==> config.mk <==
export PLATFORM = sky130hd
export DESIGN_NAME = unsigned_to_radix_ascii
export DESIGN_NICKNAME = d
export VERILOG_FILES = /design/src/rtl/core/ura_pkg.sv /design/src/rtl/core/unsigned_to_radix_ascii.sv
export SDC_FILE = /design/constraint.sdc
export NUM_CORES = 1
export LEC_CHECK = 0
export BUFFER_PORTS_ARGS = -buffer_cell sky130_fd_sc_hd__clkbuf_2
export CELL_PAD_IN_SITES_DETAIL_PLACEMENT = 1
export CELL_PAD_IN_SITES_GLOBAL_PLACEMENT = 1
export CORE_MARGIN = 4
export CORE_UTILIZATION = 53
export DETAILED_ROUTE_END_ITERATION = 8
export PLACE_DENSITY = 0.77
export SETUP_SLACK_MARGIN = 0.3
export SYNTH_ARGS = -nofsm -noshare
export SYNTH_HDL_FRONTEND = slang
export SYNTH_SLANG_ARGS = --single-unit
==> constraint.sdc <==
create_clock -name clk -period 5.18 [get_ports clk]
set_input_delay 0.777 -clock clk [delete_from_list [all_inputs] [get_ports clk]]
set_output_delay 0.777 -clock clk [all_outputs]
set_load 0.1 [all_outputs]
==> src/rtl/core/ura_pkg.sv <==
package ura_pkg;

	// fixed field widths
	localparam int IN_W        = 64;
	localparam int RADIX_W     = 6;
	localparam int DIGIT_W     = 6;
	localparam int CHAR_W      = 7;
	localparam int TOTAL_W     = 7;
	localparam int OUT_TDATA_W = 16;

	// default value width
	localparam int VALUE_BITS_DEF = 64;

	// radix register limits and reset value
	localparam logic [RADIX_W-1:0] RADIX_RESET = 6'd10;
	localparam logic [RADIX_W-1:0] RADIX_MIN   = 6'd2;
	localparam logic [RADIX_W-1:0] RADIX_MAX   = 6'd36;

	// character codes
	localparam logic [CHAR_W-1:0] ASCII_ZERO = 7'h30;
	localparam logic [CHAR_W-1:0] ASCII_A    = 7'h41;
	localparam logic [CHAR_W-1:0] DEC_TEN    = 7'd10;

	// remainder to character: 0..9 then A..Z
	function automatic logic [CHAR_W-1:0] digit_ascii(input logic [DIGIT_W-1:0] d);
		logic [CHAR_W-1:0] dx;
		dx = {1'b0, d};
		if (dx < DEC_TEN)
			return dx + ASCII_ZERO;
		else
			return dx - DEC_TEN + ASCII_A;
	endfunction

endpackage

==> src/rtl/core/unsigned_to_radix_ascii.sv <==
// Channel  Dir  Handshake         Payload
// s_*      in   tvalid/tready     tdata[63:0] number
// m_*      out  tvalid/tready     tdata[6:0] digit_char, [13:7] digit_total; tlast final_digit
// cfg_*    in   cfg_wen           cfg_wdata[5:0] radix (2..36 taken, others ignored)
//
// Each digit comes from one pass of the bit-serial restoring divider over VALUE_BITS
// bits, one quotient bit per cycle; a value with D digits takes D passes to convert.
// Each character is then read from the digit store (ST_RD) and presented in ST_OUT until taken.
// Example: 64-bit value, radix 10: up to 20 digits.
// arst_n clears state and sets radix to 10; the digit store is not cleared.
// One transaction in flight: s_tready is low from acceptance until the last character leaves.
module unsigned_to_radix_ascii #(
	parameter int VALUE_BITS = ura_pkg::VALUE_BITS_DEF
) (
	input  logic                             clk,
	input  logic                             arst_n,
	input  logic                             cfg_wen,
	input  logic [ura_pkg::RADIX_W-1:0]      cfg_wdata,  // radix
	input  logic                             s_tvalid,
	output logic                             s_tready,
	input  logic [ura_pkg::IN_W-1:0]         s_tdata,    // number
	output logic                             m_tvalid,
	input  logic                             m_tready,
	output logic [ura_pkg::OUT_TDATA_W-1:0]  m_tdata,    // digit_char, digit_total, zero pad
	output logic                             m_tlast     // final_digit
);
	import ura_pkg::*;

	localparam int AW = $clog2(VALUE_BITS);
	localparam int CW = $clog2(VALUE_BITS + 1);
	localparam logic [AW-1:0] BIT_LAST = AW'(VALUE_BITS - 1);
	localparam int PAD_W = OUT_TDATA_W - CHAR_W - TOTAL_W;

	localparam logic [1:0] ST_IDLE = 2'd0;
	localparam logic [1:0] ST_DIV  = 2'd1;
	localparam logic [1:0] ST_RD   = 2'd2;
	localparam logic [1:0] ST_OUT  = 2'd3;

	logic [1:0]            state_q;
	logic [RADIX_W-1:0]    radix_q;
	logic [VALUE_BITS-1:0] quot_q;
	logic [DIGIT_W-1:0]    rem_q;
	logic                  nz_q;
	logic [AW-1:0]         bit_q;
	logic [CW-1:0]         cnt_q;
	logic [AW-1:0]         rd_ptr_q;
	logic [DIGIT_W-1:0]    rd_data_q;
	logic [DIGIT_W-1:0]    store_mem [VALUE_BITS];

	logic                  s_acc;
	logic                  m_acc;
	logic [DIGIT_W:0]      trial;
	logic [DIGIT_W:0]      trial_sub;
	logic                  ge;
	logic [DIGIT_W-1:0]    rem_next;
	logic                  nz_next;
	logic                  bit_last;

	assign s_acc = s_tvalid && s_tready;
	assign m_acc = m_tvalid && m_tready;

	// one restoring division step: bring down the next quotient bit
	always_comb begin
		trial     = {rem_q, quot_q[VALUE_BITS-1]};
		trial_sub = trial - {1'b0, radix_q};
		ge        = (trial >= {1'b0, radix_q});
		rem_next  = ge ? trial_sub[DIGIT_W-1:0] : trial[DIGIT_W-1:0];
		nz_next   = nz_q || ge;
		bit_last  = (bit_q == BIT_LAST);
	end

	// radix register, out-of-range writes ignored
	always_ff @(posedge clk or negedge arst_n) begin
		if (!arst_n) begin
			radix_q <= RADIX_RESET;
		end else if (cfg_wen && cfg_wdata >= RADIX_MIN && cfg_wdata <= RADIX_MAX) begin
			radix_q <= cfg_wdata;
		end
	end

	// control sequencer
	always_ff @(posedge clk or negedge arst_n) begin
		if (!arst_n) begin
			state_q  <= ST_IDLE;
			nz_q     <= 1'b0;
			bit_q    <= '0;
			cnt_q    <= '0;
			rd_ptr_q <= '0;
		end else begin
			case (state_q)
				ST_IDLE: begin
					if (s_acc) begin
						state_q <= ST_DIV;
						nz_q    <= 1'b0;
						bit_q   <= '0;
						cnt_q   <= '0;
					end
				end
				ST_DIV: begin
					if (bit_last) begin
						cnt_q <= cnt_q + CW'(1);
						bit_q <= '0;
						nz_q  <= 1'b0;
						if (!nz_next) begin
							// quotient is zero: this was the top digit
							state_q  <= ST_RD;
							rd_ptr_q <= cnt_q[AW-1:0];
						end
					end else begin
						bit_q <= bit_q + AW'(1);
						nz_q  <= nz_next;
					end
				end
				ST_RD: begin
					state_q <= ST_OUT;
				end
				ST_OUT: begin
					if (m_acc) begin
						if (rd_ptr_q == '0) begin
							state_q <= ST_IDLE;
						end else begin
							rd_ptr_q <= rd_ptr_q - AW'(1);
							state_q  <= ST_RD;
						end
					end
				end
				default: begin
					state_q <= ST_IDLE;
				end
			endcase
		end
	end

	// quotient and remainder shift registers
	always_ff @(posedge clk) begin
		if (s_acc) begin
			quot_q <= s_tdata[VALUE_BITS-1:0];
			rem_q  <= '0;
		end else if (state_q == ST_DIV) begin
			quot_q <= {quot_q[VALUE_BITS-2:0], ge};
			rem_q  <= bit_last ? '0 : rem_next;
		end
	end

	// digit store, registered read
	always_ff @(posedge clk) begin
		if (state_q == ST_DIV && bit_last)
			store_mem[cnt_q[AW-1:0]] <= rem_next;
		if (state_q == ST_RD)
			rd_data_q <= store_mem[rd_ptr_q];
	end

	// ports
	assign s_tready = (state_q == ST_IDLE);
	assign m_tvalid = (state_q == ST_OUT);
	assign m_tdata  = {{PAD_W{1'b0}}, TOTAL_W'(cnt_q), digit_ascii(rd_data_q)};
	assign m_tlast  = (rd_ptr_q == '0);

	// checks
	a_one_side: assert property (@(posedge clk) disable iff (!arst_n)
		!(s_tready && m_tvalid))
		else $error("input and output sides active together");

	a_radix_range: assert property (@(posedge clk) disable iff (!arst_n)
		radix_q >= RADIX_MIN && radix_q <= RADIX_MAX)
		else $error("radix register out of range");

	a_start: assert property (@(posedge clk) disable iff (!arst_n)
		s_acc |=> (state_q == ST_DIV) && (cnt_q == '0) && (bit_q == '0))
		else $error("conversion did not start cleanly");

	a_ptr_bound: assert property (@(posedge clk) disable iff (!arst_n)
		(state_q == ST_RD || state_q == ST_OUT) |-> (CW'(rd_ptr_q) < cnt_q))
		else $error("read pointer beyond digit count");

	a_last_done: assert property (@(posedge clk) disable iff (!arst_n)
		(m_acc && m_tlast) |=> (state_q == ST_IDLE))
		else $error("no return to idle after final character");

endmodule
-- Yosys cells after proc, flatten, opt, wreduce, memory -nomap -nowiden
Memory sizes are Yosys's and may differ from the RTL's. A register that Yosys moved wholly into a read port is not among the register bits.
Cells that the tools add are included.
- bits in registers: 98
- memory bits (writable): 384
- input port bits: 75
- output and inout bits: 19
- word-level logic and storage cells: 71
- memories kept: 1
- memory list (memory ; depth ; width ; read ports ; clocked after memory_dff ; wr ports ; line ; RTL):
    store_mem ; 64 ; 6 ; 1 ; 1 ; 1 ; unsigned_to_radix_ascii.sv:48 ; logic [DIGIT_W-1:0] store_mem [VALUE_BITS];
- add/subtract/negate cells: 7
- $lt $le $gt $ge: 4
- eq/ne operators: 9
- muxes and demuxes: 27
- reductions and logical operators: 15
- operators by type and width (cell ; count):
    64-bit 2-to-1 mux ; 2
    6-bit 2-to-1 mux ; 8
    6-bit one-hot mux with 2 select lines ; 2
    7-bit 2-to-1 mux ; 3
    7-bit one-hot mux with 2 select lines ; 1
    2-bit 2-to-1 mux ; 5
    2-bit one-hot mux with 4 select lines ; 1
    6-bit by 6-bit adder with 7-bit output (second input constant) ; 1
    7-bit by 1-bit adder with 7-bit output (second input constant) ; 1
    7-bit adder (second input constant) ; 1
    7-bit by 6-bit greater-or-equal comparator with 1-bit output ; 1
    6-bit by 4-bit subtractor with 7-bit output (second input constant) ; 1
    6-bit by 1-bit adder with 6-bit output (second input constant) ; 1
    6-bit equality test (second input constant) ; 1
    6-bit by 2-bit greater-or-equal comparator with 1-bit output (second input constant) ; 1
    6-bit less-or-equal comparator (second input constant) ; 1
    6-bit zero test ; 1
    6-bit by 4-bit < comparator with 1-bit output (second input constant) ; 1
    2-bit inequality test (second input constant) ; 3
    2-bit nonzero test ; 3
    6-bit by 1-bit subtractor with 6-bit output (second input constant) ; 1
    6-bit subtractor ; 1
    1-bit logical AND ; 5
    5-bit AND reduction ; 1
    other kinds (10) ; 15

-- Longest topological paths before layout
- word-level depth: 5
- depth in mapped cells: 10
- depth with buffers taken out: 9

-- Worst setup path before layout
Ideal clock, no wire load.
- path kind: register -> register
- from: register state_q[0]
- to: register quot_q[0], enable pin
- library setup time: 0.418 ns
- arrival time: 3.851 ns
- data required time: 4.762 ns
- path slack: 0.911 ns
- stages on the path, launching flop included: 8
- buffers on the path: 3
- period minus slack after synthesis: 4.269 ns
- path through: dfrtp_1 -> buf_2 -> nor2_1 -> and2_1 -> clkbuf_1 -> nor2_1 -> clkbuf_1 -> inv_1
- cells in the longest elaborated chain, start to end: 3
- elaborated cells on any way between the ends: 4
- classes of those cells: 1 x eq/ne; 3 x reduce/logical
- ends and longest elaborated chain (item ; line ; RTL):
    start, declared ; unsigned_to_radix_ascii.sv:39 ; logic [1:0] state_q;
    start signal, assigned ; unsigned_to_radix_ascii.sv:84 ; state_q <= ST_IDLE;
    start signal, assigned ; unsigned_to_radix_ascii.sv:93 ; state_q <= ST_DIV;
    start signal, assigned ; unsigned_to_radix_ascii.sv:106 ; state_q <= ST_RD;
    2-bit zero test ; unsigned_to_radix_ascii.sv:154 ; assign s_tready = (state_q == ST_IDLE);
    via s_tready ; unsigned_to_radix_ascii.sv:20 ; output logic s_tready,
    1-bit logical AND ; unsigned_to_radix_ascii.sv:59 ; assign s_acc = s_tvalid && s_tready;
    2-bit nonzero test (no source line) ; n/a ;
    end signal, assigned ; unsigned_to_radix_ascii.sv:137 ; quot_q <= s_tdata[VALUE_BITS-1:0];
    end signal, assigned ; unsigned_to_radix_ascii.sv:140 ; quot_q <= {quot_q[VALUE_BITS-2:0], ge};
    end, declared ; unsigned_to_radix_ascii.sv:41 ; logic [VALUE_BITS-1:0] quot_q;
The timed path passes the listed nets, and every way through them passes these cells.
A chain may end at the register's enable or synchronous reset.

-- Final worst setup path
- from: register rd_ptr_q[3]
- to: output port m_tlast
- cells in the longest elaborated chain, start to end: 1
- ends and longest elaborated chain (item ; line ; RTL):
    start, declared ; unsigned_to_radix_ascii.sv:46 ; logic [AW-1:0] rd_ptr_q;
    start signal, assigned ; unsigned_to_radix_ascii.sv:107 ; rd_ptr_q <= cnt_q[AW-1:0];
    start signal, assigned ; unsigned_to_radix_ascii.sv:122 ; rd_ptr_q <= rd_ptr_q - AW'(1);
    6-bit zero test ; unsigned_to_radix_ascii.sv:157 ; assign m_tlast = (rd_ptr_q == '0);
    end, declared ; unsigned_to_radix_ascii.sv:25 ; output logic m_tlast
Every way passes these cells.

==> impl_metrics.csv <==
group,metric,value,unit
critical_path,setup.worst_path.class,"reg2out",
floorplanning,fp.dieW,202,um
drt,ant_nets,0,
critical_path,worstSetupEndpointType,"primary output",
place,detailed_place_hpwl,29600,um
drt,wl,46700,um
drt,vias,10500,
drt,firstDrtPassIters,5,
job,max_cap_viol_count,0,
drt,drc_errors,0,
timing,timing.final.crit_share,72.8,%
logic_synthesis,synth_compound_area_share,3.62,%
hold_path,min-delay-path-class,"in2async",
timing,rsz0062_at_grt,"no",
logic_synthesis,yosys.area_share.xor_xnor,0.526,%
logic_synthesis,synth_async_sr_flop_share,5.74,%
logic_synthesis,synthTopCellsByCount,"edfxtp_1 (454), mux4_2 (96), nor2_1 (90)",
pwr,share_seq_of_total_power,42.1,%
drt,avgViaCountPerCell,6.09,
place,post_dp_cell_area,20900,um^2
critical_path,worst_ep_arrival_time,2.99,ns
timing,setup_slack,1.41,ns
clock_network,post_cts.repair.setup_buffers,0,
clock_network,clock_tree.buffer_depth,3,
timing,maxClockFrequency,265,MHz
final_layout,net_count_final,1274,
logic_synthesis,synth-adder-area-share,0.914,%
logic_synthesis,postSynth.topFlopCell,"edfxtp_1",
logic_synthesis,largest_area_contributor_in_the_synthesized_netlist,"edfxtp_1",
logic_synthesis,synth.ff_latch_count,488,
pwr,max-vdd-ir-drop,769,uV
final_layout,postLayoutCellArea,22400,um^2
pwr,clkPwrFrac,23.5,%
logic_synthesis,synthesis_warning_total,0,
pwr,switchingPower,5.12,mW
critical_path,critPathMaxStageDelay,0.84,ns
clock_network,cts.reportedPaths.clkPinSlew,0.06,ns
critical_path,crit_chain,"buf_4 -> nor2_1 -> nand3_1 -> inv_1 -> clkbuf_2",
timing,finalMaxSlewViolations,0,
logic_synthesis,synth_enable_flop_cells,454,
place,globalplace.congestion,0.780,
clock_network,insertion_delay,0.58,ns
pwr,total_leakage_power,7.42,nW
global_routing,gr-usage-all-layers,23.2,%
timing,final.hold.worst_slack,0.275,ns
logic_synthesis,synth.area.mux_share,16.0,%
critical_path,critPathTopFamily,"simple AND/OR/NAND/NOR gates",
clock_network,clock_sink_count,488,
clock_network,cts_htree_levels,2,
timing,finalSetupTns,0,ns
pwr,power.density_cell_area,633,nW/um^2
timing,hold_viol_final,0,
drt,drt-initial-drc-count,792,
logic_synthesis,yosys.area_share.simple,4.82,%
final_layout,drive_above_1_share,28.7,%
drt,detail_route.wl_per_cell,27.0,um
run_status,run_status,"finished, final reports clean",
global_routing,first_pass_grt_wire_length,72400,um
floorplanning,row_count,70,
timing,maxSlewHeadroom,10.3,%
place,pre_cts_slack,1.75,ns
critical_path,timing.critical_path.from_type,"flip-flop",
pwr,comb_power_share,34.4,%
floorplanning,number_of_placed_i_o_pins,94,
logic_synthesis,yosysSeqAreaShare,72.3,%
global_routing,global_route.overflow_total,0,
floorplanning,fp.coreArea,36900,um^2
critical_path,r2r_slack,1.76,ns
clock_network,ctsRootBufferMaster,"clkbuf_16",
floorplanning,initial_utilization,54.2,%
timing,layout_min_cycle_time,3.77,ns
floorplanning,fp.dieH,202,um
floorplanning,design.die.area,40900,um^2
clock_network,numCtsBuffers,49,
clock_network,cts.hold.buffers_added,0,
critical_path,crit_path_top_delay_cell,"nor2_1",
timing,report.final.setup_viol,0,
clock_network,tritoncts_clock_tree,"yes",
logic_synthesis,post_synth.cell_area_avg,18.3,um^2
final_layout,number_of_diodes,0,
pwr,internal_power,9.08,mW
critical_path,crit_fanout,26,
logic_synthesis,synth_top_area_share,68.2,%
logic_synthesis,mappedNetlistArea,20000,um^2
pwr,net_switching_fraction_of_the_power,36.1,%
logic_synthesis,yosys.cell_count.top_type,"edfxtp_1",
final_layout,synthToLayoutAreaGrowth,12.1,%
critical_path,worst_endpoint_required_time,4.40,ns
critical_path,worst-path-buf-inv,3,
clock_network,quantity_of_gates_resized_following_cts,0,
timing,fin_skew,0.0291,ns
pwr,post-layout-total-power,14.2,mW
global_routing,grt_start_max_net_pins,72,
logic_synthesis,synth_cells,1090,
logic_synthesis,yosys-top-cells-area,"edfxtp_1 (68%), mux4_2 (11%), mux2_2 (4.1%)",
logic_synthesis,post_synth_num_cell_types,62,
logic_synthesis,main_combinational_cell_family_by_area_after_synthesis,"multiplexers",
place,port_buffers,91,
global_routing,first_global_vias,11600,
timing,max_slew.worst_pin.slew,1.35,ns
global_routing,number_of_antenna_violations_at_the_first_check_in_global_routing,0,
-- kinds of logic after synthesis --
| group | Yosys count |
|---|---|
| xor gates and xnor gates | 12 |
| muxes | 187 |
| buffers and inverters | 77 |
| and+or+nand+nor | 207 |
| AOI/OAI and AO/OA | 104 |
| DFF | 488 |
| adders and majority gates | 14 |
| other | 1 |
-- power groups by stage --
stage               sequential (mW)  combinational, mW  clock, mW
finish                         5.98               4.89       3.33
floorplan                      6.05               3.36          0
CTS                            5.98               4.93       3.39
detailed placement             6.05               4.90          0
global placement               6.02               4.69          0
global route                   6.01               5.24       3.58
-- worst reg2reg max path, delay by kind of cell, from the launching register on --
kind / cells / cell delay, ns
adders and majority gates: 1 / 0.21
DFF: 1 / 0.38
and+or+nand+nor: 5 / 2.45
-- final cells by class --
class | count | area, um^2
Clock buffer | 67 | 1340
Tap cell | 504 | 631
Timing Repair Buffer | 101 | 563
Sequential cell | 488 | 14500
Multi-Input combinational cell | 526 | 5190
Inverter | 19 | 71.3
Clock inverter | 24 | 159
Fill cell | 3222 | 14500
-- sequential cells by signal, indices dropped and copies added, names as in the netlist --
signal and flops:
radix_q 6, bit_q 6, rem_q 6, rd_ptr_q 6, rd_data_q 6, state_q 2, cnt_q 7, quot_q 64
store_mem 384, nz_q 1
-- metrics by stage --
| step | util (%) | std cells |
|---|---|---|
| after floorplan | - | 1091 |
| after global placement | 56.7 | 1637 |
| after detailed placement | 56.7 | 1637 |
| after CTS | 60.7 | 1728 |
| after global routing | 60.8 | 1729 |
| final | 60.8 | 1729 |
-- routing by layer --
layer	vias to the layer above	part of all wire, %	GRT usage, %
li1	4557	-	-
met1	5494	40	31.9
met2	411	50	39.0
met3	65	7.4	4.35
met4	0	2.3	5.89
met5	-	0	0
-- cell usage in the layout, fill, tap and decap left out, types with 15 or more instances in the layout --
master,synthesis,final
mux4_2,96,96
nand2_1,38,38
inv_1,18,17
o22ai_1,19,19
nor3_1,15,15
clkbuf_1,30,16
nor2_1,90,90
clkbuf_2,0,91
edfxtp_1,454,454
a21oi_1,16,16
o21ai_0,19,19
mux2i_1,16,15
dfrtp_1,26,23
clkbuf_16,0,51
mux2_2,73,73
-- worst paths after layout --
path,start,end,cells after the start
max,rd_ptr_q[3],m_tlast,5
min,arst_n,radix_q[2],1
max reg2reg,bit_q[0],store_mem[6][5],6
min reg2reg,rem_q[5],rem_q[5],1
max in group asynchronous,arst_n,rd_ptr_q[0],1
min in group clk,cfg_wdata[3],radix_q[3],3
Note: power is estimated with default switching activity, not from simulation.
